`config.mk`:
```
export PLATFORM = sky130hd
export DESIGN_NAME = ir_remote_pulse_distance_transmitter_unit
export DESIGN_NICKNAME = d
export VERILOG_FILES = /design/src/ir_tx_pkg.sv /design/src/ir_tx_csr.sv /design/src/ir_tx_in_stage.sv /design/src/ir_tx_core.sv /design/src/ir_tx_out_stage.sv /design/src/ir_remote_pulse_distance_transmitter_unit.sv
export SDC_FILE = /design/constraint.sdc
export NUM_CORES = 1
export LEC_CHECK = 0
export CORE_MARGIN = 2
export CORE_UTILIZATION = 64
export DETAILED_ROUTE_END_ITERATION = 16
export DONT_BUFFER_PORTS = 1
export GPL_TIMING_DRIVEN = 0
export PLACE_DENSITY = 0.8
export SYNTH_ARGS = -nofsm -noshare
export SYNTH_HDL_FRONTEND = slang
export SYNTH_SLANG_ARGS = --single-unit
```
`constraint.sdc`:
```
create_clock -name clock -period 8.5 [get_ports clock]
set_input_delay 2.55 -clock clock [delete_from_list [all_inputs] [get_ports clock]]
set_output_delay 2.55 -clock clock [all_outputs]
set_load 0.05 [all_outputs]
```
`src/ir_tx_pkg.sv`:
```
`default_nettype none
// ----------------------------------------------------------------------------
// ir_tx_pkg
// Shared types and constants for the pulse-distance infrared transmitter.
// ----------------------------------------------------------------------------
package ir_tx_pkg;

   localparam int FRAME_BITS  = 32;
   localparam int BITS_DONE_W = 6;
   localparam int TICK_W      = 13;
   localparam int CSR_INDEX_W = 3;
   localparam int CSR_DATA_W  = 12;

   localparam logic [CSR_INDEX_W-1:0] REG_ADDRESS_HIGH  = 3'd0;
   localparam logic [CSR_INDEX_W-1:0] REG_ADDRESS_LOW   = 3'd1;
   localparam logic [CSR_INDEX_W-1:0] REG_LEADER_BURST  = 3'd2;
   localparam logic [CSR_INDEX_W-1:0] REG_LEADER_SPACE  = 3'd3;
   localparam logic [CSR_INDEX_W-1:0] REG_BIT_BURST     = 3'd4;
   localparam logic [CSR_INDEX_W-1:0] REG_ONE_SPACE_MUL = 3'd5;

   localparam logic [7:0]  RST_ADDRESS_HIGH  = 8'h81;
   localparam logic [7:0]  RST_ADDRESS_LOW   = 8'h66;
   localparam logic [11:0] RST_LEADER_BURST  = 12'd684;
   localparam logic [11:0] RST_LEADER_SPACE  = 12'd342;
   localparam logic [7:0]  RST_BIT_BURST     = 8'd42;
   localparam logic [2:0]  RST_ONE_SPACE_MUL = 3'd3;

   typedef enum logic [1:0] {
      PH_IDLE,
      PH_LEADER,
      PH_DATA,
      PH_END
   } phase_type;

   typedef struct packed {
      logic [7:0]  address_high;
      logic [7:0]  address_low;
      logic [11:0] leader_burst_ticks;
      logic [11:0] leader_space_ticks;
      logic [7:0]  bit_burst_ticks;
      logic [2:0]  one_space_multiplier;
   } cfg_type;

   typedef struct packed {
      logic       action;
      logic [7:0] command;
   } req_item_type;

   typedef struct packed {
      logic frame_done;
      logic accepted;
      logic busy_res;
      logic led_level;
   } rsp_item_type;

endpackage
`default_nettype wire

```
`src/ir_tx_csr.sv`:
```
`default_nettype none
// ----------------------------------------------------------------------------
// ir_tx_csr
// Configuration registers, written through a plain write port.
// ----------------------------------------------------------------------------
module ir_tx_csr
   import ir_tx_pkg::*;
(
   input  wire logic                   clock,
   input  wire logic                   reset,
   input  wire logic                   csr_we,
   input  wire logic [CSR_INDEX_W-1:0] csr_index,
   input  wire logic [CSR_DATA_W-1:0]  csr_wdata,
   output cfg_type                     cfg
);

   cfg_type cfg_ff;
   cfg_type cfg_in;

   always_comb begin
      cfg_in = cfg_ff;
      if (csr_we) begin
         case (csr_index)
            REG_ADDRESS_HIGH:  cfg_in.address_high         = csr_wdata[7:0];
            REG_ADDRESS_LOW:   cfg_in.address_low          = csr_wdata[7:0];
            REG_LEADER_BURST:  cfg_in.leader_burst_ticks   = csr_wdata[11:0];
            REG_LEADER_SPACE:  cfg_in.leader_space_ticks   = csr_wdata[11:0];
            REG_BIT_BURST:     cfg_in.bit_burst_ticks      = csr_wdata[7:0];
            REG_ONE_SPACE_MUL: cfg_in.one_space_multiplier = csr_wdata[2:0];
            default:           cfg_in = cfg_ff;
         endcase
      end
   end

   always_ff @(posedge clock) begin
      if (reset) begin
         cfg_ff.address_high         <= RST_ADDRESS_HIGH;
         cfg_ff.address_low          <= RST_ADDRESS_LOW;
         cfg_ff.leader_burst_ticks   <= RST_LEADER_BURST;
         cfg_ff.leader_space_ticks   <= RST_LEADER_SPACE;
         cfg_ff.bit_burst_ticks      <= RST_BIT_BURST;
         cfg_ff.one_space_multiplier <= RST_ONE_SPACE_MUL;
      end else begin
         cfg_ff <= cfg_in;
      end
   end

   assign cfg = cfg_ff;

endmodule
`default_nettype wire

```
`src/ir_tx_in_stage.sv`:
```
`default_nettype none
// ----------------------------------------------------------------------------
// ir_tx_in_stage
// Input register for request beats.
// ----------------------------------------------------------------------------
module ir_tx_in_stage
   import ir_tx_pkg::*;
(
   input  wire logic         clock,
   input  wire logic         reset,
   input  wire logic         req_tvalid,
   output logic              req_tready,
   input  wire logic [7:0]   req_tdata,
   input  wire logic         req_tuser,
   input  wire logic         advance,
   output logic              item_valid,
   output req_item_type      item
);

   logic         valid_ff;
   logic         valid_in;
   req_item_type item_ff;
   logic         take;

   assign req_tready = !valid_ff || advance;
   assign take       = req_tvalid && req_tready;

   always_comb begin
      valid_in = valid_ff;
      if (take) begin
         valid_in = 1'b1;
      end else if (advance) begin
         valid_in = 1'b0;
      end
   end

   always_ff @(posedge clock) begin
      if (reset) begin
         valid_ff <= 1'b0;
      end else begin
         valid_ff <= valid_in;
      end
   end

   always_ff @(posedge clock) begin
      if (take) begin
         item_ff.action  <= req_tuser;
         item_ff.command <= req_tdata;
      end
   end

   assign item_valid = valid_ff;
   assign item       = item_ff;

endmodule
`default_nettype wire

```
`src/ir_tx_core.sv`:
```
`default_nettype none
// ----------------------------------------------------------------------------
// ir_tx_core
// Frame sequencer: updates transmit state for one beat and forms its result.
// ----------------------------------------------------------------------------
module ir_tx_core
   import ir_tx_pkg::*;
(
   input  wire logic    clock,
   input  wire logic    reset,
   input  cfg_type      cfg,
   input  wire logic    fire,
   input  req_item_type item,
   output rsp_item_type result
);

   phase_type              phase_ff, phase_in;
   logic [TICK_W-1:0]      tick_ff, tick_in;
   logic [BITS_DONE_W-1:0] bits_ff, bits_in;
   logic [31:0]            frame_ff, frame_in;
   logic                   led_ff, led_in;
   logic                   acc;
   logic                   done;

   logic [TICK_W:0]        tick_inc;
   logic [TICK_W:0]        leader_len;
   logic [BITS_DONE_W-1:0] bits_inc;
   logic                   cur_bit;
   logic [2:0]             mult;
   logic [3:0]             mult_p1;
   logic [11:0]            bit_len;
   logic                   in_burst;

   always_comb begin
      tick_inc   = {1'b0, tick_ff} + 14'd1;
      leader_len = {2'b0, cfg.leader_burst_ticks} + {2'b0, cfg.leader_space_ticks};
      bits_inc   = bits_ff + 6'd1;
      cur_bit    = frame_ff[5'd31 - bits_ff[4:0]];
      mult       = cur_bit ? cfg.one_space_multiplier : 3'd1;
      mult_p1    = {1'b0, mult} + 4'd1;
      bit_len    = {4'b0, cfg.bit_burst_ticks} * {8'b0, mult_p1};
      in_burst   = tick_ff < {5'b0, cfg.bit_burst_ticks};

      phase_in = phase_ff;
      tick_in  = tick_ff;
      bits_in  = bits_ff;
      frame_in = frame_ff;
      led_in   = led_ff;
      acc      = 1'b0;
      done     = 1'b0;

      if (item.action) begin
         if (phase_ff == PH_IDLE) begin
            frame_in = {cfg.address_high, cfg.address_low, item.command, ~item.command};
            phase_in = PH_LEADER;
            tick_in  = '0;
            bits_in  = '0;
            led_in   = 1'b0;
            acc      = 1'b1;
         end
      end else begin
         case (phase_ff)
            PH_IDLE: begin
               led_in = 1'b0;
            end
            PH_LEADER: begin
               led_in  = (tick_ff < {1'b0, cfg.leader_burst_ticks}) ? !led_ff : 1'b0;
               tick_in = tick_inc[TICK_W-1:0];
               if (tick_inc >= leader_len) begin
                  phase_in = PH_DATA;
                  tick_in  = '0;
                  bits_in  = '0;
                  led_in   = 1'b0;
               end
            end
            PH_DATA: begin
               led_in  = in_burst ? !led_ff : 1'b0;
               tick_in = tick_inc[TICK_W-1:0];
               if (tick_inc >= {2'b0, bit_len}) begin
                  tick_in = '0;
                  led_in  = 1'b0;
                  bits_in = bits_inc;
                  if (bits_inc >= BITS_DONE_W'(FRAME_BITS)) begin
                     phase_in = PH_END;
                  end
               end
            end
            PH_END: begin
               if (in_burst) begin
                  led_in  = !led_ff;
                  tick_in = tick_inc[TICK_W-1:0];
               end else begin
                  led_in   = 1'b0;
                  phase_in = PH_IDLE;
                  tick_in  = '0;
                  bits_in  = '0;
                  frame_in = '0;
                  done     = 1'b1;
               end
            end
            default: begin
               phase_in = PH_IDLE;
               led_in   = 1'b0;
            end
         endcase
      end

      result.led_level  = led_in;
      result.busy_res   = phase_in != PH_IDLE;
      result.accepted   = acc;
      result.frame_done = done;
   end

   always_ff @(posedge clock) begin
      if (reset) begin
         phase_ff <= PH_IDLE;
         tick_ff  <= '0;
         bits_ff  <= '0;
         frame_ff <= '0;
         led_ff   <= 1'b0;
      end else if (fire) begin
         phase_ff <= phase_in;
         tick_ff  <= tick_in;
         bits_ff  <= bits_in;
         frame_ff <= frame_in;
         led_ff   <= led_in;
      end
   end

   a_accept_starts_leader: assert property (@(posedge clock) disable iff (reset)
      fire && result.accepted |=> phase_ff == PH_LEADER && tick_ff == '0)
      else $error("accepted request did not start leader");

   a_done_clears_frame: assert property (@(posedge clock) disable iff (reset)
      fire && result.frame_done |=> phase_ff == PH_IDLE && frame_ff == '0 && !led_ff)
      else $error("frame end did not return to idle");

   a_idle_led_off: assert property (@(posedge clock) disable iff (reset)
      phase_ff == PH_IDLE |-> !led_ff)
      else $error("LED driven while idle");

   a_bits_bounded: assert property (@(posedge clock) disable iff (reset)
      bits_ff <= BITS_DONE_W'(FRAME_BITS))
      else $error("bit count past frame length");

   a_done_only_from_end: assert property (@(posedge clock) disable iff (reset)
      fire && result.frame_done |-> phase_ff == PH_END && !item.action)
      else $error("frame done outside end burst");

endmodule
`default_nettype wire

```
`src/ir_tx_out_stage.sv`:
```
`default_nettype none
// ----------------------------------------------------------------------------
// ir_tx_out_stage
// Result register for response beats.
// ----------------------------------------------------------------------------
module ir_tx_out_stage
   import ir_tx_pkg::*;
(
   input  wire logic    clock,
   input  wire logic    reset,
   input  wire logic    load,
   input  rsp_item_type result,
   output logic         load_ready,
   output logic         rsp_tvalid,
   input  wire logic    rsp_tready,
   output logic [7:0]   rsp_tdata
);

   logic         valid_ff;
   logic         valid_in;
   rsp_item_type data_ff;

   assign load_ready = !valid_ff || rsp_tready;

   always_comb begin
      valid_in = valid_ff;
      if (load) begin
         valid_in = 1'b1;
      end else if (rsp_tready) begin
         valid_in = 1'b0;
      end
   end

   always_ff @(posedge clock) begin
      if (reset) begin
         valid_ff <= 1'b0;
      end else begin
         valid_ff <= valid_in;
      end
   end

   always_ff @(posedge clock) begin
      if (load) begin
         data_ff <= result;
      end
   end

   assign rsp_tvalid = valid_ff;
   assign rsp_tdata  = {4'b0, data_ff};

endmodule
`default_nettype wire

```
`src/ir_remote_pulse_distance_transmitter_unit.sv`:
```
`default_nettype none
// ----------------------------------------------------------------------------
// ir_remote_pulse_distance_transmitter_unit
// Pulse-distance infrared transmitter stepped by carrier ticks and send beats.
// ----------------------------------------------------------------------------
// Pipeline: input register, combinational sequencer, then output register.
// Throughput: one beat per cycle while rsp_tready holds; the sequencer state
// updates once per beat. Reset: synchronous; clears the sequencer to idle with
// the LED off and loads the default configuration registers.
module ir_remote_pulse_distance_transmitter_unit
   import ir_tx_pkg::*;
(
   input  wire logic                   clock,
   input  wire logic                   reset,
   input  wire logic                   req_tvalid,
   output logic                        req_tready,
   input  wire logic [7:0]             req_tdata,   // [7:0] command
   input  wire logic                   req_tuser,   // [0] action
   output logic                        rsp_tvalid,
   input  wire logic                   rsp_tready,
   output logic [7:0]                  rsp_tdata,   // [0] led_level, [1] busy_res,
                                                    // [2] accepted, [3] frame_done
   input  wire logic                   csr_we,
   input  wire logic [CSR_INDEX_W-1:0] csr_index,
   input  wire logic [CSR_DATA_W-1:0]  csr_wdata
);

   cfg_type      cfg;
   req_item_type item;
   rsp_item_type result;
   logic         item_valid;
   logic         load_ready;
   logic         advance;

   assign advance = item_valid && load_ready;

   ir_tx_csr u_csr (
      .clock     (clock),
      .reset     (reset),
      .csr_we    (csr_we),
      .csr_index (csr_index),
      .csr_wdata (csr_wdata),
      .cfg       (cfg)
   );

   ir_tx_in_stage u_in (
      .clock      (clock),
      .reset      (reset),
      .req_tvalid (req_tvalid),
      .req_tready (req_tready),
      .req_tdata  (req_tdata),
      .req_tuser  (req_tuser),
      .advance    (advance),
      .item_valid (item_valid),
      .item       (item)
   );

   ir_tx_core u_core (
      .clock  (clock),
      .reset  (reset),
      .cfg    (cfg),
      .fire   (advance),
      .item   (item),
      .result (result)
   );

   ir_tx_out_stage u_out (
      .clock      (clock),
      .reset      (reset),
      .load       (advance),
      .result     (result),
      .load_ready (load_ready),
      .rsp_tvalid (rsp_tvalid),
      .rsp_tready (rsp_tready),
      .rsp_tdata  (rsp_tdata)
   );

endmodule
`default_nettype wire

```
# Word level (Yosys, flattened, before mapping)
# Cells that the tools add are included.
[word_totals]
register_bits = 120
inputBits = 29
output_inout_bits = 10
wordCells = 109
[classes]
add_sub_neg = 5
mul = 1
order_cmp = 6
n_eq_ne = 13
mux = 39
bitwise = 2
n_reduce_logical = 24
[ops]
columns = ["operator", "n"]
rows = [
  ["32-bit two-way mux", 4],
  ["13-bit two-way mux", 5],
  ["13-bit one-hot mux with 3 select lines", 1],
  ["6-bit two-way mux", 5],
  ["6-bit one-hot mux with 3 select lines", 1],
  ["13-bit by 1-bit adder with 14-bit output (second input constant)", 1],
  ["14-bit by 12-bit >= comparator with 1-bit output", 1],
  ["14-bit >= comparator", 1],
  ["12-bit by 12-bit adder with 13-bit output", 1],
  ["13-bit by 12-bit < comparator with 1-bit output", 1],
  ["13-bit by 8-bit < comparator with 1-bit output", 1],
  ["1-bit two-way mux", 13],
  ["8-bit by 4-bit multiplier with 12-bit output", 1],
  ["2-bit two-way mux", 6],
  ["2-bit AND reduction", 6],
  ["8-bit NOT", 1],
  ["2-bit nonzero test", 4],
  ["6-bit by 1-bit adder with 6-bit output (second input constant)", 1],
  ["3-bit by 2-bit equality test with 1-bit output (second input constant)", 2],
  ["3-bit equality test (second input constant)", 2],
  ["6-bit >= comparator (second input constant)", 1],
  ["5-bit by 6-bit < comparator with 1-bit output (second input constant)", 1],
  ["3-bit by 2-bit != test with 1-bit output (second input constant)", 2],
  ["2-bit one-hot mux with 3 select lines", 1],
  ["other kinds (22)", 27],
]

# Longest topological paths before layout
[depth]
depth_word = 11
ltp_mapped = 30
depth_no_buf = 28

# Modules after synthesis
# Synthesis repeated with hierarchy kept, for this count alone.
[unflattened]
hier_cells = 844
area_unflattened_um2 = 7752.4
[modules_own_cells]
columns = ["module", "n_inst", "cells_each", "area_per_inst_um2", "seq_area_each_um2"]
rows = [
  ["ir_tx_core", 1, 621, 5177.5, 1081.0],
  ["ir_tx_csr", 1, 195, 2043.2, 1021.0],
  ["ir_tx_in_stage", 1, 14, 325.3, 290.3],
  ["ir_tx_out_stage", 1, 13, 200.2, 140.1],
  ["ir_remote_pulse_distance_transmitter_unit", 1, 1, 6.3, 0.0],
]

# Worst setup path after synthesis
# OpenSTA, ideal clock, no wires.
[synth_timing]
path_kind = "flip-flop to flip-flop"
start = "reg u_core.bits_ff[0]"
end = "reg u_core.tick_ff[10]"
setup_time_ns = 0.117
arrival_time_ns = 6.820
t_required_ns = 8.383
slack_ns = 1.563
stages_incl_launch_ff = 29
n_path_buf = 2
synth_period_minus_slack_ns = 6.937
cell_sequence = "dfxtp_1 -> buf_2 -> mux4_2 -> mux4_2 -> mux2_2 -> nor2b_1 -> inv_1 -> ha_1 -> xor2_2 -> nor2_1 -> fa_1 -> inv_1 -> fa_1 -> inv_1 -> ha_1 -> a21oi_1 -> o21ai_0 -> a2111oi_0 -> o31ai_1 -> a21oi_1 -> xor2_1 -> ha_1 -> and4_1 -> nand3_1 -> a21oi_1 -> nor3b_4 -> or2_1 -> buf_6 -> a22o_2"
[synth_via]
elab_chain_len = 10
[synth_rtl]
columns = ["element", "line_no", "rtl"]
rows = [
  ["start, declared", "ir_tx_core.sv:19", "logic [BITS_DONE_W-1:0] bits_ff, bits_in;"],
  ["start signal, assigned", "ir_tx_core.sv:124", "bits_ff <= bits_in;"],
  ["5-bit subtractor", "ir_tx_core.sv:38", "cur_bit = frame_ff[5'd31 - bits_ff[4:0]];"],
  ["1-bit binary-select mux with 5-bit select", "ir_tx_core.sv:38", ""],
  ["1-bit two-way mux (implied by the code)", "ir_tx_core.sv:38", ""],
  ["3-bit two-way mux", "ir_tx_core.sv:39", "mult = cur_bit ? cfg.one_space_multiplier : 3'd1;"],
  ["3-bit by 1-bit adder with 4-bit output", "ir_tx_core.sv:40", "mult_p1 = {1'b0, mult} + 4'd1;"],
  ["8-bit by 4-bit multiplier with 12-bit output", "ir_tx_core.sv:41", "bit_len = {4'b0, cfg.bit_burst_ticks} * {8'b0, mult_p1};"],
  ["14-bit by 12-bit >= comparator with 1-bit output", "ir_tx_core.sv:79", "if (tick_inc >= {2'b0, bit_len}) begin"],
  ["13-bit two-way mux", "ir_tx_core.sv:79", ""],
  ["13-bit one-hot mux with 3 select lines", "ir_tx_core.sv:62", "case (phase_ff)"],
  ["13-bit two-way mux", "ir_tx_core.sv:52", "if (item.action) begin"],
  ["end signal, assigned", "ir_tx_core.sv:123", "tick_ff <= tick_in;"],
  ["end, declared", "ir_tx_core.sv:18", "logic [TICK_W-1:0] tick_ff, tick_in;"],
]
# No other way between the ends. The select of a mux whose other input is x is not followed.
# A chain may end at the register's enable or synchronous reset.

# Final worst setup path
[layout_timing]
start = "reg u_core.bits_ff[0]"
end = "reg u_core.tick_ff[12]"
# The elaborated chain is that of the path after synthesis.

==> key figures <==
Synth
  • Adder-cell area share of the yosys netlist: 16.3%
  • Multiplexer share of the synthesized area: 3.80%
  • Post-Synth Simple-Gate Area: 18.8%
  • Yosys top cell by area: dfxtp_1
  • Ys flop type: dfxtp_1
  • Average size of a mapped cell: 9.11 µm²
  • Ys Warns: 0
  • Yosys cell types: 70
  • Post-synth ARST share: 0%
  • Register area share after synthesis: 34.8%
  • Largest family of logic cells by synthesized area: simple AND/OR/NAND/NOR gates
  • Top post-synthesis cells by area: dfxtp_1 (29%), ha_1 (13%), nand2_1 (6.5%)
  • Seq cells post-synth: 120
  • Top cell type's share of synthesized area: 29.5%
  • Post-synthesis compound-gate area fraction: 17.6%
  • EDFF count, synth: 13
  • Cell count after synthesis: 798
  • Area of the mapped netlist: 7270 µm²
  • Post-Synth XOR/XNOR Area: 3.60%

Run
  • Max cap viols: 0

Global routing
  • First-pass GRT wire length: 30200 µm
  • Vias in the first global route: 6082
  • Largest net degree at the start of global routing: 17
  • Gr ovfl total: 0
  • GR Util All Layers: 30.9%
  • Initial antenna violation count: 0

Power
  • Sw power: 0.368 mW
  • Final Power: 1.43 mW
  • Power Internal: 1.06 mW
  • Logic pwr share: 9.2%
  • Pwr/cell area: 178 nW/µm²
  • Peak VDD IR: 0.176 mV
  • P_leak: 3.52 nW
  • Share of power burned in registers: 42.2%
  • Clock group share of total power: 48.6%
  • Switching Fraction: 25.7%

Route
  • Max Used Layer: met4
  • Met3 Wirelength: 1500 µm
  • WL met1: 7870 µm
  • Routed wire length: 18500 µm
  • Vias per cell: 6.20
  • 1st-pass router iterations: 5
  • Initial DRC count: 506
  • Met2 wire length: 8510 µm
  • DRC violations left: 0
  • Routed len/inst: 19.0 µm
  • Via Count: 6035
  • Final ANT Viol Nets: 0

Worst setup path
  • CP startpoint kind: flop
  • Kind of critical path: flop to flop
  • Crit-path max FO: 10
  • Worst stage delay on the critical path: 0.59 ns
  • CP Capture Type: flop
  • R2r setup slk: 0.46 ns
  • CP required: 8.80 ns
  • Arr. time, crit path: 8.35 ns
  • Crit-path slowest cell: mux4_2

Clock tree
  • # Post-CTS Setup Buffers: 0
  • Total CTS buffers: 17
  • Hold-fix buffers at CTS: 0
  • Longest Clk Path Bufs: 2
  • CTS tree: built
  • CTS clk-pin slew, worst paths: 0.06 ns
  • CTS Sinks: 120
  • Later-pin clock latency in the skew report: 0.42 ns
  • CTS root buf: clkbuf_16
  • H-tree lvl count: 4

Floorplanning
  • Die Area: 12200 µm²
  • Io pins: 39
  • Initial Util: 66.2%
  • Die W: 111 µm
  • Core area: 11000 µm²
  • # rows: 38
  • DIE HEIGHT: 111 µm

Placed design
  • GP Congestion: 0.919
  • Post-Place Cells: 941
  • Post-DP HPWL: 14000 µm
  • Setup WS pre-CTS: 0.272 ns
  • I/O Buffers: 0

Timing
  • Hold WS: 0.439 ns
  • # setup viols final: 0
  • Clock skew: 0.0110 ns
  • FMAX: 124 MHz
  • Actual slew at the worst max-slew pin: 0.890 ns
  • RSZ-0062 raised after global routing: no
  • Setup TNS: 0 ns
  • Minimum clock period: 8.04 ns
  • Slew Limit Fails: 0
  • Setup ws final: 0.455 ns
  • Max_slew headroom: 40.0%
  • Final hold viol count: 0
  • Period utilization: 94.6%

Run status
  • Outcome: finished, final reports clean

Layout
  • Fin cells: 973
  • Share of cells above drive strength 1: 10.1%
  • Nets: 936
  • Layout area overhead: 10.5%
  • Antenna Cells: 0

Min path
  • Min-delay worst type: flop to flop
-- cell usage in the layout, fill, tap and decap left out, drive strengths merged, types with 11 or more instances in the layout --
master,n
inv,58
a21o,14
and2,21
fa,13
xor2,15
a21oi,59
nand2,125
buf,11
xnor2,14
ha,74
edfxtp,13
clkbuf,40
dfxtp,107
nor2,45
o21ai,19
nand3,14
nand3b,15
a22o,32
-- stage by stage --
step,util (%),cell area (µm²)
floorplan,-,7280
global placement,67.9,7460
global route,73.2,8040
CTS,73.1,8030
finish,73.2,8040
detailed placement,67.9,7460
-- routing by layer --
metal / track usage, % / up-vias
li1: - / 2874
met1: 41.0 / 2843
met2: 49.7 / 261
met3: 6.59 / 57
met4: 12.2 / 0
met5: 0 / -
-- worst max-delay path, delay by kind of cell, from the launching register on --
kind                       cells  cell delay, ns
DFF                            1            0.40
AOI/OAI and AO/OA              7            1.95
xor gates and xnor gates       2            0.44
muxes                          3            1.41
and+or+nand+nor                6            1.03
buffers and inverters          5            0.77
adders and majority gates      5            1.94
-- what timing repair did --
item,CTS,global route
gates resized for setup,0,3
endpoints found under the hold margin,0,0
endpoints found under the setup margin,0,17
-- synthesized netlist by cell type, types with 6 or more instances --
master	count
a21oi_1	58
a22o_1	24
a31oi_1	8
inv_1	51
a21o_1	13
or2_2	7
xnor2_1	14
clkbuf_1	19
mux4_2	10
nand3_1	14
a211o_1	9
dfxtp_1	107
fa_1	13
edfxtp_1	13
and3_1	6
o21a_1	8
o2bb2ai_1	8
nand2_1	125
ha_1	74
nand3b_1	15
a211oi_1	6
nor2_1	44
o21ai_0	19
nor2b_1	10
and2_1	21
a22o_2	8
xor2_1	14
-- worst paths after layout --
path                      from                  to  depth (start not counted)
min reg2reg       u_in.item[0]  u_core.frame_ff[0]                          1
max reg2reg  u_core.bits_ff[0]  u_core.tick_ff[12]                         28
min               u_in.item[0]  u_core.frame_ff[0]                          1
max          u_core.bits_ff[0]  u_core.tick_ff[12]                         28
-- state kept, by name, summed over array words and instances, names as in the netlist --
signal / cells
u_in.item_valid: 1
u_core.led_ff: 1
u_out.rsp_tvalid: 1
u_core.frame_ff: 32
u_core.phase_ff: 2
u_in.item: 9
u_core.tick_ff: 13
u_core.bits_ff: 6
u_csr.cfg: 51
u_out.rsp_tdata: 4
-- kinds of logic (layout without fill, tap and decap cells) --
kind of cell | after synthesis | count (layout)
mux | 15 | 15
fa+ha+maj | 87 | 87
buf+inv | 84 | 116
other cells | 1 | 4
simple gates | 279 | 279
compound gates | 183 | 183
flops | 120 | 120
xor+xnor | 29 | 29
-- power by group through the flow --
stage | sequential (mW) | combinational (mW) | clock (mW)
finish | 0.604 | 0.132 | 0.695
global route | 0.606 | 0.147 | 0.720
floorplan | 0.612 | 0.100 | 0
CTS | 0.604 | 0.130 | 0.694
detailed placement | 0.616 | 0.128 | 0
global placement | 0.615 | 0.122 | 0
-- layout make-up --
cell class | instances | area, µm²
plain buffers | 32 | 171
clock buffers | 20 | 457
clock inverters | 12 | 114
fillers | 786 | 2950
inverters | 52 | 195
multi-input cells | 597 | 4390
flip-flops and latches | 120 | 2530
well taps | 140 | 175
No activity file was read; power rests on OpenSTA's default activity.
